## config.mk

```make
export PLATFORM = sky130hd
export DESIGN_NAME = dcs_cell
export DESIGN_NICKNAME = d
export VERILOG_FILES = /design/src/hdl/dcs_pkg.sv /design/src/hdl/dcs_cell.sv
export SDC_FILE = /design/constraint.sdc
export NUM_CORES = 1
export LEC_CHECK = 0
export BUFFER_PORTS_ARGS = -buffer_cell sky130_fd_sc_hd__buf_4
export CAP_MARGIN = 20
export CORE_AREA = 2 2 57 112
export CTS_BUF_LIST = sky130_fd_sc_hd__clkbuf_16
export DETAILED_ROUTE_END_ITERATION = 10
export DIE_AREA = 0 0 59 114
export PLACE_DENSITY = 0.78
export RECOVER_POWER = 50
export REMOVE_ABC_BUFFERS = 1
export SYNTH_ARGS = -nofsm -noshare
export SYNTH_HDL_FRONTEND = slang
export SYNTH_SLANG_ARGS = --single-unit
```

## constraint.sdc

```tcl
create_clock -name clk_i -period 4.3 [get_ports clk_i]
set_input_delay 0.43 -clock clk_i [delete_from_list [all_inputs] [get_ports clk_i]]
set_output_delay 0.43 -clock clk_i [all_outputs]
set_load 0.02 [all_outputs]
```

## src/hdl/dcs_pkg.sv

```systemverilog
// ----------------------------------------------------------------------------
// dcs_pkg
// Shared types and constants for the descending count sorter.
// ----------------------------------------------------------------------------
package dcs_pkg;

  localparam int unsigned MaxRecords = 1024;
  localparam int unsigned TagW       = 16;
  localparam int unsigned CountW     = 20;
  localparam int unsigned TopKW      = 7;
  localparam int unsigned RankW      = 6;
  localparam int unsigned ChainDepth = 64;
  localparam int unsigned TopKReset  = 10;

  localparam logic OpLoad = 1'b0;
  localparam logic OpSort = 1'b1;

  typedef struct packed {
    logic [TagW-1:0]   tag;
    logic [CountW-1:0] count;
  } rec_t;

  typedef struct packed {
    logic insert;
    logic drain;
    logic clear;
  } cell_ctrl_t;

  typedef enum logic {
    StIdle,
    StEmit
  } state_e;

endpackage

```

## src/hdl/dcs_cell.sv

```systemverilog
// ----------------------------------------------------------------------------
// dcs_cell
// One slot of the sorted insertion chain. Holds one record; on insert it
// keeps, takes the new record, or takes its upper neighbor's; on drain it
// takes its lower neighbor's record; on clear it empties.
// ----------------------------------------------------------------------------
module dcs_cell (
  input  logic               clk_i,
  input  logic               rst_ni,
  input  dcs_pkg::cell_ctrl_t ctrl_i,
  input  dcs_pkg::rec_t      new_rec_i,
  input  dcs_pkg::rec_t      prev_rec_i,
  input  logic               prev_valid_i,
  input  logic               prev_take_i,
  input  dcs_pkg::rec_t      next_rec_i,
  input  logic               next_valid_i,
  output dcs_pkg::rec_t      rec_o,
  output logic               valid_o,
  output logic               take_o
);

  dcs_pkg::rec_t rec_q, rec_d;
  logic          valid_q, valid_d;

  // strict compare keeps equal counts in load order
  assign take_o = !valid_q || (new_rec_i.count > rec_q.count);

  always_comb begin
    rec_d   = rec_q;
    valid_d = valid_q;
    if (ctrl_i.clear) begin
      valid_d = 1'b0;
    end else if (ctrl_i.drain) begin
      rec_d   = next_rec_i;
      valid_d = next_valid_i;
    end else if (ctrl_i.insert) begin
      if (prev_take_i) begin
        rec_d   = prev_rec_i;
        valid_d = prev_valid_i;
      end else if (take_o) begin
        rec_d   = new_rec_i;
        valid_d = 1'b1;
      end
    end
  end

  always_ff @(posedge clk_i or negedge rst_ni) begin
    if (!rst_ni) begin
      valid_q <= 1'b0;
    end else begin
      valid_q <= valid_d;
    end
  end

  always_ff @(posedge clk_i) begin
    rec_q <= rec_d;
  end

  assign rec_o   = rec_q;
  assign valid_o = valid_q;

endmodule

```

==> key figures <==
Run status
  – Status: finished, final reports clean

Power and ir drop
  – Clock network fraction of design power: 0.360
  – Largest vdd supply drop: 0.2535 mV
  – Net Sw Frac: 0.2523
  – Overall power: 1.107 mW
  – Seq pwr share: 0.399
  – Power Density: 303.3 mW/mm^2
  – Leakage: 1.744 nW
  – Cell Int Power: 0.8280 mW
  – Switching power: 0.2794 mW
  – Combinational power share: 0.241

Clocking
  – CTS tree: built
  – Clock root cell: clkbuf_16
  – Longest Clk Path Bufs: 2
  – Post-CTS Setup Inserts: 0
  – Clock slew at reported path FFs: 0.05 ns
  – Post_cts resized: 0
  – Sink Count: 37
  – Number of CTS-inserted buffers: 5
  – Worst skew pair latency: 0.27 ns
  – Post-CTS Hold Buffers: 1
  – H-tree levels: 2

Finish
  – Area Overhead vs Synth: 50.10%
  – Post-route cell area: 0.003651 sq mm
  – Share of layout cells above drive strength 1: 0.3299
  – Post-layout nets: 523
  – Ant diodes: 0

Global routing
  – Met3 usage: 0.05442
  – GRT Util Overall: 0.1949
  – GRT Residual Overflow: 0
  – Most Crowded Layer GR: met2
  – Largest net degree at the start of global routing: 77
  – Initial antenna violation count: 0
  – Met1 usage: 0.2205
  – Vias in the first global route: 2,342
  – First-pass GRT wire length: 10,140 microns
  – Met2 GRT Util: 0.3467

Synth
  – Async S/R FF share, synth: 0.02703
  – Cell Area, Synth: 0.002432 sq mm
  – Most common cell in the netlist: nand2_1
  – Sequential area share after synthesis: 0.4547
  – Largest area contributor in the netlist: edfxtp_1
  – Unique masters post-synth: 30
  – Post-synth EDFFs: 36
  – Area contributors post-synth: edfxtp_1, mux2i_1, ha_1
  – Ys Warns: 0
  – Cell count after synthesis: 238
  – Post-synth top area share: 0.4444
  – Most frequent cells after synthesis: nand2_1, o21ai_0, mux2i_1
  – Flops & latches, synth: 37
  – Synth Area per Inst: 10.22 sq um
  – Ys flop type: edfxtp_1

Route
  – Via density: 5.140
  – DRT Pass-1 Iters: 4
  – Final WL: 6632 microns
  – # DRC: 0
  – WL/cell: 14.71 microns
  – 1st-iter DRT viols: 112
  – Post-DRT Antenna Nets: 0
  – Via count: 2,318

Floorplanning
  – I/O Pins: 154
  – Die area: 0.006726 sq mm
  – Starting Density: 0.4119
  – Site row count: 40
  – Die Span Y: 114 microns
  – Core area: 0.005906 sq mm
  – Die W: 59 microns

Critical path
  – R2r setup slk: 1.54 ns
  – Startpoint Class: flip-flop
  – Max FO, Critical Path: 36
  – CP arrival: 2.65 ns
  – Critical path class: reg2reg
  – CP endpoint kind: flip-flop
  – Critical path data required time: 4.19 ns

STA
  – Final period util: 0.6418
  – Clock skew: 0.004060 ns
  – Final Setup Violations: 0
  – RSZ-0062 raised after global routing: false
  – Fmax: 362.3 MHz
  – Slew Viols, Final: 0
  – Final hold vios: 0
  – Min Clock Period, post-route: 2.760 ns
  – Slew HR: 0.3584
  – Worst Max-Slew Pin Slew: 0.9601 ns
  – Setup TNS Final: 0 ns

Hold path
  – Hold Crit Class: in2reg

Placed design
  – DP Wirelength: 5310 microns
  – Placed cell area: 0.003617 sq mm
  – Buffers on Ports: 153
  – Placer congestion estimate: 0.8546

Job
  – Max-cap violation count: 0
## power groups by stage
stage,registers (mW),clock network (mW),logic [mW]
finish,0.442,0.399,0.267
global route,0.445,0.427,0.293
CTS,0.443,0.406,0.289
detailed placement,0.450,0,0.288
global placement,0.449,0,0.277
floorplan,0.480,0,0.0903
## layer usage
layer	wire length (microns)	part of all wire
met5	0	0
met2	3358	0.51
met3	630	0.095
met4	44	0.0066
met1	2599	0.39
## placed cells by master (no fill, tap or decap), drive strengths merged, types with 2 or more instances in the layout
| cell type | count |
|---|---|
| buf | 115 |
| ha | 20 |
| o21ai | 38 |
| a221oi | 2 |
| nor2 | 6 |
| inv | 22 |
| a21oi | 5 |
| edfxtp | 36 |
| o211ai | 2 |
| and4 | 2 |
| a211o | 2 |
| nand4 | 3 |
| mux2i | 37 |
| nand2 | 41 |
| clkbuf | 43 |
## critical path, cell delays in order, from the launching register on
cell,delay [ns]
edfxtp_1,0.35
inv_1,0.05
ha_1,0.31
and4_4,0.27
nand4_4,0.11
a211o_1,0.30
o211ai_2,0.10
o31ai_2,0.13
nor2_4,0.75
## layout make-up
cell class / instances / area (sq um)
Clock buffer: 5 / 125.1
Sequential cell: 37 / 1106
Inverter: 21 / 78.83
Fill cell: 562 / 2255
Clock inverter: 3 / 37.54
Timing Repair Buffer: 154 / 1020
Tap cell: 63 / 78.83
Multi-Input combinational cell: 168 / 1205
## sequential cells by signal, indices dropped and copies added (netlist names)
signal   flops
rec_o       36
valid_o      1
## logic make-up (layout without fill, tap and decap cells)
| family | Yosys count | in the layout | synth area share |
|---|---|---|---|
| AOI/OAI and AO/OA | 53 | 53 | 0.1276 |
| adders and majority gates | 20 | 20 | 0.1029 |
| buffers and inverters | 33 | 183 | 0.05299 |
| DFF | 37 | 37 | 0.4547 |
| muxes | 37 | 37 | 0.1523 |
| and+or+nand+nor | 58 | 58 | 0.1096 |
## path summary, 6_finish.rpt
path,to,from,cells after the start
min,rec_o[16]$_DFFE_PP_,next_rec_i[16],3
min reg2reg,valid_o$_DFFE_PN0P_,valid_o$_DFFE_PN0P_,2
min in group asynchronous,valid_o$_DFFE_PN0P_,rst_ni,2
max,rec_o[17]$_DFFE_PP_,rec_o[18]$_DFFE_PP_,8
max reg2reg,rec_o[17]$_DFFE_PP_,rec_o[18]$_DFFE_PP_,8
max in group asynchronous,valid_o$_DFFE_PN0P_,rst_ni,2
## stage by stage
step,util,worst slack [ns],hold WS [ns],instances
3_5_place_dp,0.6125,1.324,0.2080,442
3_3_place_gp,0.6125,1.430,0.2069,442
2_1_floorplan,-,0.7054,0.1344,226
4_1_cts,0.6417,1.501,0.4330,451
6_report,0.6182,1.540,0.4363,451
5_1_grt,0.6182,1.399,0.4496,451
Power figures use the tool's default switching activity.
